**config.mk**
```make
export PLATFORM = sky130hd
export DESIGN_NAME = ring_queue_swap_remove
export DESIGN_NICKNAME = d
export VERILOG_FILES = /design/src/hw/rtl/rqsr_pkg.sv /design/src/hw/rtl/rqsr_ram.sv /design/src/hw/rtl/rqsr_ctrl.sv /design/src/hw/rtl/ring_queue_swap_remove.sv
export SDC_FILE = /design/constraint.sdc
export NUM_CORES = 2
export LEC_CHECK = 0
export BUFFER_PORTS_ARGS = -buffer_cell sky130_fd_sc_hd__clkbuf_2
export CAP_MARGIN = 10
export CORE_AREA = 4 4 758 760
export DETAILED_ROUTE_END_ITERATION = 6
export DIE_AREA = 0 0 762 764
export GPL_TIMING_DRIVEN = 0
export PLACE_DENSITY = 0.49
export SLEW_MARGIN = 20
export SYNTH_ARGS = -nofsm -noshare
export SYNTH_HDL_FRONTEND = slang
export SYNTH_HIERARCHICAL = 1
export SYNTH_SLANG_ARGS = --single-unit
```
**constraint.sdc**
```tcl
create_clock -name clk -period 7.3 [get_ports clk]
set_clock_uncertainty 0.2 [all_clocks]
set_input_delay 1.825 -clock clk [delete_from_list [all_inputs] [get_ports clk]]
set_output_delay 1.825 -clock clk [all_outputs]
set_load 0.005 [all_outputs]
```
**src/hw/rtl/rqsr_pkg.sv**
```systemverilog
`timescale 1ns / 1ps
// shared constants, command codes and types of the ring queue with swap-remove
// no dependencies

package rqsr_pkg;

  localparam int DEPTH   = 128;
  localparam int PTR_W   = $clog2(DEPTH);
  localparam int CNT_W   = PTR_W + 1;
  localparam int ITEM_W  = 32;
  localparam int CMD_W   = 3;
  localparam int INDEX_W = 7;
  localparam int COUNT_W = 8;

  localparam logic [CMD_W-1:0] CMD_PUSH      = 3'd0;
  localparam logic [CMD_W-1:0] CMD_GET       = 3'd1;
  localparam logic [CMD_W-1:0] CMD_REMOVE    = 3'd2;
  localparam logic [CMD_W-1:0] CMD_POP_FRONT = 3'd3;
  localparam logic [CMD_W-1:0] CMD_POP_BACK  = 3'd4;
  localparam logic [CMD_W-1:0] CMD_CLEAR     = 3'd5;

  typedef struct packed {
    logic [ITEM_W-1:0]  item;
    logic               valid;
    logic [COUNT_W-1:0] count;
  } res_t;

  typedef struct packed {
    logic              we;
    logic [PTR_W-1:0]  waddr;
    logic [ITEM_W-1:0] wdata;
    logic [PTR_W-1:0]  raddr;
  } mem_req_t;

endpackage

```
**src/hw/rtl/rqsr_ram.sv**
```systemverilog
`timescale 1ns / 1ps
// generic simple dual-port ram, one write and one registered read per cycle
// no dependencies

module rqsr_ram #(
  parameter int DATA_W = 32,
  parameter int ADDR_W = 7
) (
  input  logic              clk,
  input  logic              we,
  input  logic [ADDR_W-1:0] waddr,
  input  logic [DATA_W-1:0] wdata,
  input  logic [ADDR_W-1:0] raddr,
  output logic [DATA_W-1:0] rdata
);

  logic [DATA_W-1:0] mem [2**ADDR_W];

  always_ff @(posedge clk) begin
    if (we) begin
      mem[waddr] <= wdata;
    end
    rdata <= mem[raddr];
  end

endmodule

```
**src/hw/rtl/rqsr_ctrl.sv**
```systemverilog
`timescale 1ns / 1ps
// command sequencer: head and fill registers, slot reads, swap write-back
// depends on rqsr_pkg

module rqsr_ctrl (
  input  logic                        clk,
  input  logic                        rst,
  input  logic                        in_valid,
  output logic                        in_ready,
  input  logic [rqsr_pkg::CMD_W-1:0]   in_cmd,
  input  logic [rqsr_pkg::INDEX_W-1:0] in_index,
  input  logic [rqsr_pkg::ITEM_W-1:0]  in_value,
  output logic                        res_valid,
  input  logic                        res_ready,
  output rqsr_pkg::res_t              res,
  output rqsr_pkg::mem_req_t          mem_req,
  input  logic [rqsr_pkg::ITEM_W-1:0]  mem_rdata
);

  import rqsr_pkg::*;

  localparam logic [2:0] S_IDLE  = 3'd0;
  localparam logic [2:0] S_DATA  = 3'd1;
  localparam logic [2:0] S_SWAP  = 3'd2;
  localparam logic [2:0] S_WBACK = 3'd3;
  localparam logic [2:0] S_RES   = 3'd4;

  logic [2:0]        state, state_next;
  logic [PTR_W-1:0]  head, head_next;
  logic [CNT_W-1:0]  fill, fill_next;
  logic              swap, swap_next;
  logic [PTR_W-1:0]  addr_a, addr_a_next;
  logic [PTR_W-1:0]  addr_b, addr_b_next;
  logic [ITEM_W-1:0] item, item_next;
  res_t              res_next;

  logic [PTR_W-1:0]  at_index;
  logic [PTR_W-1:0]  at_last;
  logic [PTR_W-1:0]  at_tail;
  logic [CNT_W-1:0]  fill_dec;
  logic              empty;

  assign at_index = head + PTR_W'(in_index);
  assign fill_dec = fill - CNT_W'(1);
  assign at_last  = head + fill_dec[PTR_W-1:0];
  assign at_tail  = head + fill[PTR_W-1:0];
  assign empty    = (fill == '0);

  assign in_ready  = (state == S_IDLE);
  assign res_valid = (state == S_RES);

  always_comb begin
    state_next  = state;
    head_next   = head;
    fill_next   = fill;
    swap_next   = swap;
    addr_a_next = addr_a;
    addr_b_next = addr_b;
    item_next   = item;
    res_next    = res;
    mem_req     = '0;
    mem_req.raddr = addr_a;

    case (state)
      S_IDLE: begin
        if (in_valid) begin
          swap_next  = 1'b0;
          state_next = S_RES;
          res_next   = '{item: '0, valid: 1'b0, count: COUNT_W'(fill)};
          case (in_cmd)
            CMD_PUSH: begin
              mem_req.we    = 1'b1;
              mem_req.waddr = at_tail;
              mem_req.wdata = in_value;
              if (fill == CNT_W'(DEPTH)) begin
                head_next = head + PTR_W'(1);
              end else begin
                fill_next      = fill + CNT_W'(1);
                res_next.count = COUNT_W'(fill + CNT_W'(1));
              end
            end
            CMD_GET: begin
              if (!empty) begin
                mem_req.raddr = at_index;
                state_next    = S_DATA;
              end
            end
            CMD_REMOVE: begin
              if (fill >= CNT_W'(2)) begin
                mem_req.raddr = at_index;
                addr_a_next   = at_index;
                addr_b_next   = at_last;
                fill_next     = fill_dec;
                swap_next     = 1'b1;
                state_next    = S_DATA;
              end else if (!empty) begin
                mem_req.raddr = head;
                fill_next     = '0;
                head_next     = '0;
                state_next    = S_DATA;
              end
            end
            CMD_POP_FRONT: begin
              if (!empty) begin
                mem_req.raddr = head;
                fill_next     = fill_dec;
                head_next     = (fill_dec == '0) ? '0 : head + PTR_W'(1);
                state_next    = S_DATA;
              end
            end
            CMD_POP_BACK: begin
              if (!empty) begin
                mem_req.raddr = at_last;
                fill_next     = fill_dec;
                if (fill_dec == '0) begin
                  head_next = '0;
                end
                state_next = S_DATA;
              end
            end
            CMD_CLEAR: begin
              head_next      = '0;
              fill_next      = '0;
              res_next.count = '0;
            end
            default: begin
            end
          endcase
        end
      end
      S_DATA: begin
        if (swap) begin
          item_next     = mem_rdata;
          mem_req.raddr = addr_b;
          state_next    = S_SWAP;
        end else begin
          res_next   = '{item: mem_rdata, valid: 1'b1, count: COUNT_W'(fill)};
          state_next = S_RES;
        end
      end
      S_SWAP: begin
        // last entry moves into the addressed slot
        mem_req.we    = 1'b1;
        mem_req.waddr = addr_a;
        mem_req.wdata = mem_rdata;
        state_next    = S_WBACK;
      end
      S_WBACK: begin
        mem_req.we    = 1'b1;
        mem_req.waddr = addr_b;
        mem_req.wdata = item;
        res_next      = '{item: item, valid: 1'b1, count: COUNT_W'(fill)};
        state_next    = S_RES;
      end
      S_RES: begin
        if (res_ready) begin
          state_next = S_IDLE;
        end
      end
      default: begin
        state_next = S_IDLE;
      end
    endcase
  end

  always_ff @(posedge clk) begin
    if (rst) begin
      state <= S_IDLE;
      head  <= '0;
      fill  <= '0;
      swap  <= 1'b0;
    end else begin
      state <= state_next;
      head  <= head_next;
      fill  <= fill_next;
      swap  <= swap_next;
    end
  end

  always_ff @(posedge clk) begin
    addr_a <= addr_a_next;
    addr_b <= addr_b_next;
    item   <= item_next;
    res    <= res_next;
  end

endmodule

```
**src/hw/rtl/ring_queue_swap_remove.sv**
```systemverilog
`timescale 1ns / 1ps
// top level of the ring queue with swap-remove: stream ports, output register
// depends on rqsr_pkg, rqsr_ram, rqsr_ctrl
//
//   channel  | dir | tdata                                   | tuser
//   s_axis   | in  | [6:0] index, [38:7] item_value          | [2:0] cmd
//   m_axis   | out | [31:0] item_out, [39:32] count_after    | [0] item_valid
//
// push, clear, unused codes and misses on an empty queue go straight to the result
// state; get and pops pass the data state, and remove with two or more entries also
// the swap and write-back states: the swap needs two slot reads and two write-backs
// through the single read and write port. the result sits in an output register, so
// a stalled m side holds one finished transfer while the next command is already
// taken. rst is synchronous and empties the queue; slot contents are not cleared.

module ring_queue_swap_remove (
  input  logic        clk,
  input  logic        rst,
  input  logic        s_tvalid,
  output logic        s_tready,
  input  logic [39:0] s_tdata,   // index, item_value
  input  logic [2:0]  s_tuser,   // cmd
  output logic        m_tvalid,
  input  logic        m_tready,
  output logic [39:0] m_tdata,   // item_out, count_after
  output logic        m_tuser    // item_valid
);

  import rqsr_pkg::*;

  logic               res_valid;
  logic               res_ready;
  res_t               res;
  mem_req_t           mem_req;
  logic [ITEM_W-1:0]  mem_rdata;

  rqsr_ram #(
    .DATA_W(ITEM_W),
    .ADDR_W(PTR_W)
  ) u_ram (
    .clk  (clk),
    .we   (mem_req.we),
    .waddr(mem_req.waddr),
    .wdata(mem_req.wdata),
    .raddr(mem_req.raddr),
    .rdata(mem_rdata)
  );

  rqsr_ctrl u_ctrl (
    .clk      (clk),
    .rst      (rst),
    .in_valid (s_tvalid),
    .in_ready (s_tready),
    .in_cmd   (s_tuser[CMD_W-1:0]),
    .in_index (s_tdata[INDEX_W-1:0]),
    .in_value (s_tdata[INDEX_W+ITEM_W-1:INDEX_W]),
    .res_valid(res_valid),
    .res_ready(res_ready),
    .res      (res),
    .mem_req  (mem_req),
    .mem_rdata(mem_rdata)
  );

  assign res_ready = !m_tvalid || m_tready;

  always_ff @(posedge clk) begin
    if (rst) begin
      m_tvalid <= 1'b0;
    end else if (res_ready) begin
      m_tvalid <= res_valid;
    end
  end

  always_ff @(posedge clk) begin
    if (res_ready && res_valid) begin
      m_tdata <= {res.count, res.item};
      m_tuser <= res.valid;
    end
  end

endmodule
```
Word level (Yosys, flattened, before mapping)
Memories as Yosys holds them, arrays and structs flattened. A register that Yosys moved wholly into a read port is not among the register bits.
Index checks and enable logic that the tools add are counted.
{"block": "totals", "mem_bits_rw": 4096, "reg_bits": 148, "inputBits": 47, "elab_cells": 99, "output_inout_bits": 43, "mem_count": 1, "latchBits": 0, "rom_bits": 0}
{"block": "classes", "n_div": 0, "multipliers": 0, "addsub": 6, "n_lt_le_gt_ge": 1, "n_bitwise": 0, "n_mux": 38, "eq_ne": 21, "shifts": 0, "n_reduce_logical": 19}
{"memory": "u_ram.mem", "depth": 128, "width": 32, "read_ports": 1, "rd_clocked_by_memory_dff": 1, "wr": 1, "line": "rqsr_ram.sv:17", "source": "logic [DATA_W-1:0] mem [2**ADDR_W];"}
{"cell": "case mux 41 bit (3 select lines)", "n": 1}
{"cell": "case mux 40 bit (3 select lines)", "n": 1}
{"cell": "2-to-1 mux 7 bit", "n": 12}
{"cell": "2-to-1 mux 41 bit", "n": 2}
{"cell": "2-to-1 mux 47 bit", "n": 1}
{"cell": "2-to-1 mux 40 bit", "n": 1}
{"cell": "case mux 7 bit (5 select lines)", "n": 1}
{"cell": "2-to-1 mux 8 bit", "n": 4}
{"cell": "case mux 8 bit (4 select lines)", "n": 1}
{"cell": "case mux 7 bit (4 select lines)", "n": 1}
{"cell": "adder 7 bit", "n": 3}
{"cell": "logical NOT 8 bit", "n": 2}
{"cell": "case mux 8 bit (2 select lines)", "n": 1}
{"cell": "2-to-1 mux 3 bit", "n": 5}
{"cell": "case mux 3 bit (5 select lines)", "n": 1}
{"cell": "!= test 2 bit, second input constant", "n": 7}
{"cell": "case mux 7 bit (2 select lines)", "n": 1}
{"cell": "equality test 3 x 2 -> 1 bit, second input constant", "n": 4}
{"cell": "equality test 3 bit, second input constant", "n": 3}
{"cell": "AND reduction 9 bit", "n": 1}
{"cell": "adder 8 x 1 -> 8 bit, second input constant", "n": 1}
{"cell": "equality test 8 bit, second input constant", "n": 1}
{"cell": ">= comparator 8 x 2 -> 1 bit, second input constant", "n": 1}
{"cell": "subtractor 8 x 1 -> 8 bit, second input constant", "n": 1}
{"cell": "other kinds (19)", "n": 28}

Depth between registers and ports, before layout
{"block": "logic_depth", "word_depth": 8, "depth_mapped": 18, "depth_no_buf": 15}

By module
The synthesis kept the hierarchy.
{"module": "rqsr_ram", "seq_area_each_um2": 123638.6, "n_inst": 1, "cells_per_inst": 5990, "area_per_inst_um2": 156276.1}
{"module": "rqsr_ctrl", "seq_area_each_um2": 2992.9, "n_inst": 1, "cells_per_inst": 674, "area_per_inst_um2": 6550.0}
{"module": "ring_queue_swap_remove", "seq_area_each_um2": 1251.2, "n_inst": 1, "cells_per_inst": 46, "area_per_inst_um2": 1286.2}

Worst setup path before layout
OpenSTA, ideal clock, no wires.
{"block": "synth_timing", "path_type": "input port to flip-flop", "startpoint": "in s_tuser[2]", "endpoint": "mem u_ram.mem[82][0], enable pin", "path_stages": 7, "path_buffers": 1, "t_arrival_ns": 5.940, "setup_time_ns": 0.461, "t_required_ns": 6.639, "setup_slack_ns": 0.699, "path_cell_list": "or3_1 -> or2_2 -> clkbuf_1 -> o21ai_0 -> nor2b_1 -> nand3_1 -> nor3_1"}
{"element": "start: declaration", "line": "ring_queue_swap_remove.sv:22", "source": "input logic [2:0] s_tuser,"}
{"element": "end: declaration", "line": "rqsr_ram.sv:17"}

==> run_results.csv <==
group,metric,value,unit
outcome,status,"finished, final reports clean",
synthesis,synth_edf_count,4224,
critical_path,worst_path_largest_cell_delay,0.66,ns
timing,finalHoldViolCount,0,
place,place.gp.congestion,0.849,
detailed_routing,first_iter_violations,9416,
grt,grt_first_pass_wirelength,648,mm
final_layout,most-common-layout-cells,"edfxtp_1 (4224), mux4_2 (1344), clkbuf_16 (444), clkbuf_1 (252), clkbuf_2 (153)",
place,port_buffers,88,
floorplanning,dieArea,582000,um^2
clock_network,tritoncts,"built",
timing,drv_slew,0,
clock_network,cts_made_buffers,438,
synthesis,yosys_warnings,6,
place,place_area,181000,um^2
clock_network,cts_setup_buffers,0,
synthesis,synthesis.nets,6784,
critical_path,critPathKind,"register to register",
critical_path,cp_cell_sequence,"clkbuf_1, inv_1, ha_1, xor2_1, ha_1, xnor2_1, a22oi_1, o21ai_0, a221o_2, buf_4, clkbuf_2, buf_12, buf_1, mux4_2, mux4_2, mux4_2, mux2_2",
clock_network,clk_latency,1.00,ns
clock_network,ctsHoldBuffers,0,
timing,setup_violations,0,
synthesis,synth-seq-area-share,77.9,%
clock_network,htree_levels,5,
synthesis,synthFlopType,"edfxtp_1",
power_and_ir_drop,power.density,282,nW/um^2
timing,worst_pin_slew,1.16,ns
power_and_ir_drop,p_seq_share,49.1,%
floorplanning,fp.dieW,762,um
synthesis,synth_top_area_cell,"edfxtp_1",
grt,grt_overflow_total,0,
power_and_ir_drop,p_sw,13.0,mW
floorplanning,start_util,28.9,%
synthesis,synth.distinct_cells,66,
floorplanning,die_y,764,um
critical_path,crit_arrival,7.80,ns
grt,antenna_found_initial,62,
power_and_ir_drop,intPower,42.1,mW
detailed_routing,first_pass_iters,7,
clock_network,cts_num_sinks,4276,
grt,grt_pass1_vias,79063,
detailed_routing,drc,0,
timing,setup_ws,0.110,ns
power_and_ir_drop,clockPowerShare,40.5,%
final_layout,nets,7583,
place,detailedPlace.worstSlack,-1.46,ns
final_layout,fillers,52197,
power_and_ir_drop,swShare,23.6,%
grt,grtUsageTotal,15.8,%
detailed_routing,viasPerCell,5.02,
detailed_routing,dr_total_vias,77579,
hold_path,hold_class,"register to register",
final_layout,syn2layout_area_growth,19.1,%
synthesis,ys_seq_elements,4276,
final_layout,design_area,195000,um^2
critical_path,r2r_setup_slack,0.11,ns
power_and_ir_drop,p_comb_share,10.4,%
clock_network,clockBufferDepth,4,
synthesis,synth_top_area_share,77.3,%
floorplanning,row_count,277,
power_and_ir_drop,leakage,62.7,nW
clock_network,clk_pin_slew,0.06,ns
synthesis,synthesis.area,164000,um^2
critical_path,crit_fanout,10,
power_and_ir_drop,power.total,55.1,mW
critical_path,crit_slowest_cell,"buf_1",
final_layout,final_common_cell,"edfxtp_1",
job,maxCapViolations,0,
synthesis,synthArstFlopShare,0,%
final_layout,drive_gt1_share,34.5,%
power_and_ir_drop,ir_worst_vdd,0.211,mV
grt,grt_max_degree,97,
critical_path,critPathMostFrequentCell,"mux4_2",
timing,min_period,7.19,ns
timing,slew_headroom,22.5,%
timing,fmax,139,MHz
timing,finalCritPeriodShare,98.5,%
critical_path,cp_data_required_time,7.91,ns
timing,finalHoldWorstSlack,0.214,ns
place,hpwl,333,mm
clock_network,cts-root-buf,"clkbuf_16",
detailed_routing,ant_nets,0,
critical_path,cp-start-kind,"register",
synthesis,syn_area_per_cell,24.5,um^2
synthesis,synthCells,6710,
synthesis,netlist_top_cells_area,"edfxtp_1 (77%), mux4_2 (18%), dfxtp_1 (0.63%)",
critical_path,end_kind,"register",
floorplanning,pin_count,90,
floorplanning,core_area,568000,um^2
detailed_routing,routed_wl,470,mm
detailed_routing,detail_route.wl_per_cell,30.4,um
-- worst max-delay path: cells and delay by family (launching register included) --
kind / cells / cell delay, ns
flip-flops: 1 / 0.52
multiplexers: 4 / 2.09
XOR/XNOR: 2 / 0.49
adder cells (fa/ha/maj): 2 / 0.67
AO/OA/AOI/OAI: 3 / 0.66
buffers and inverters: 6 / 2.29
-- area by class of cell --
type / instances / area [um^2] / area share [%]
timing repair buffer: 360 / 6090 / 3.12
clock inverter: 275 / 2810 / 1.44
inverter: 57 / 369 / 0.189
buffer: 358 / 1780 / 0.908
antenna: 44 / 110 / 0.0563
tap: 7533 / 9430 / 4.82
multi-input combinational: 2018 / 35500 / 18.2
clock buffer: 540 / 11500 / 5.87
sequential: 4276 / 128000 / 65.4
-- final timing paths --
check	startpoint	end	cells after the start
worst min register to register	u_ctrl/res[29]	m_tdata[20]	0
worst min-delay path	u_ctrl/res[29]	m_tdata[20]	0
worst max register to register	u_ctrl/fill[1]	u_ram/rdata[7]	17
worst max-delay path	u_ctrl/fill[1]	u_ram/rdata[7]	17
-- registers in the layout, summed over array words and instances, names as in the netlist --
signal and cells:
u_ram/mem 4096, u_ctrl/res 41, m_tdata 40, u_ctrl/item 32
u_ram/rdata 32, u_ctrl/fill 8, u_ctrl/addr_a 7, u_ctrl/addr_b 7
u_ctrl/head 7, u_ctrl/state 3, m_tuser 1, m_tvalid 1
u_ctrl/swap 1
-- stage by stage --
step	setup TNS, ns	utilization (%)	cells
CTS	0	34.4	15416
finish	0	34.4	15461
global placement	-	30.6	14331
floorplan	0	-	6710
detailed placement	-50.10	31.9	14602
global route	-0.0150	34.4	15446
-- cells in the mapped netlist (14+ instances only) --
| cell type | count |
|---|---|
| o21ai_0 | 56 |
| nor2_1 | 186 |
| dfxtp_1 | 52 |
| buf_2 | 81 |
| mux2_2 | 33 |
| clkbuf_1 | 216 |
| nand2b_1 | 17 |
| a22oi_1 | 17 |
| nand2_1 | 54 |
| ha_1 | 24 |
| mux4_2 | 1344 |
| xnor2_1 | 14 |
| inv_1 | 57 |
| mux2i_1 | 33 |
| buf_1 | 56 |
| a21oi_1 | 31 |
| nor2b_1 | 20 |
| nor3_1 | 18 |
| a222oi_1 | 32 |
| edfxtp_1 | 4224 |
| nand3_1 | 24 |
-- kinds of logic (layout without fill, tap and decap cells) --
logic type,count (synthesis),in the layout,share of synthesized area [%]
adder cells (fa/ha/maj),27,27,0.220
AO/OA/AOI/OAI,198,198,0.840
buffers and inverters,416,1590,1.03
flip-flops,4276,4276,77.9
XOR/XNOR,20,20,0.107
multiplexers,1410,1410,18.9
other,0,44,0
AND/OR/NAND/NOR,363,363,1.00
-- power groups by stage --
stage	sequential [mW]	combinational, mW	clock, mW
detailed placement	27.5	5.74	0
CTS	27.0	5.78	22.8
floorplan	27.5	3.10	0
global route	27.0	5.95	23.9
global placement	27.6	5.60	0
finish	27.0	5.73	22.3
-- routing by layer --
| metal | routed length, um | vias up | GRT usage [%] | share of wire (%) |
|---|---|---|---|---|
| met4 | 11200 | 4 | 3.85 | 2.4 |
| met3 | 35500 | 573 | 3.05 | 7.6 |
| met5 | 31 | - | 0 | 0.0066 |
| met1 | 191000 | 43078 | 21.3 | 41 |
| met2 | 232000 | 3042 | 26.5 | 49 |
| li1 | - | 30882 | - | - |
-- timing repair --
item	in CTS	in global routing
endpoints found under the setup margin	32	32
gates resized for setup	70	18
hold endpoints to repair	0	0
No activity file was read; power rests on OpenSTA's default activity.
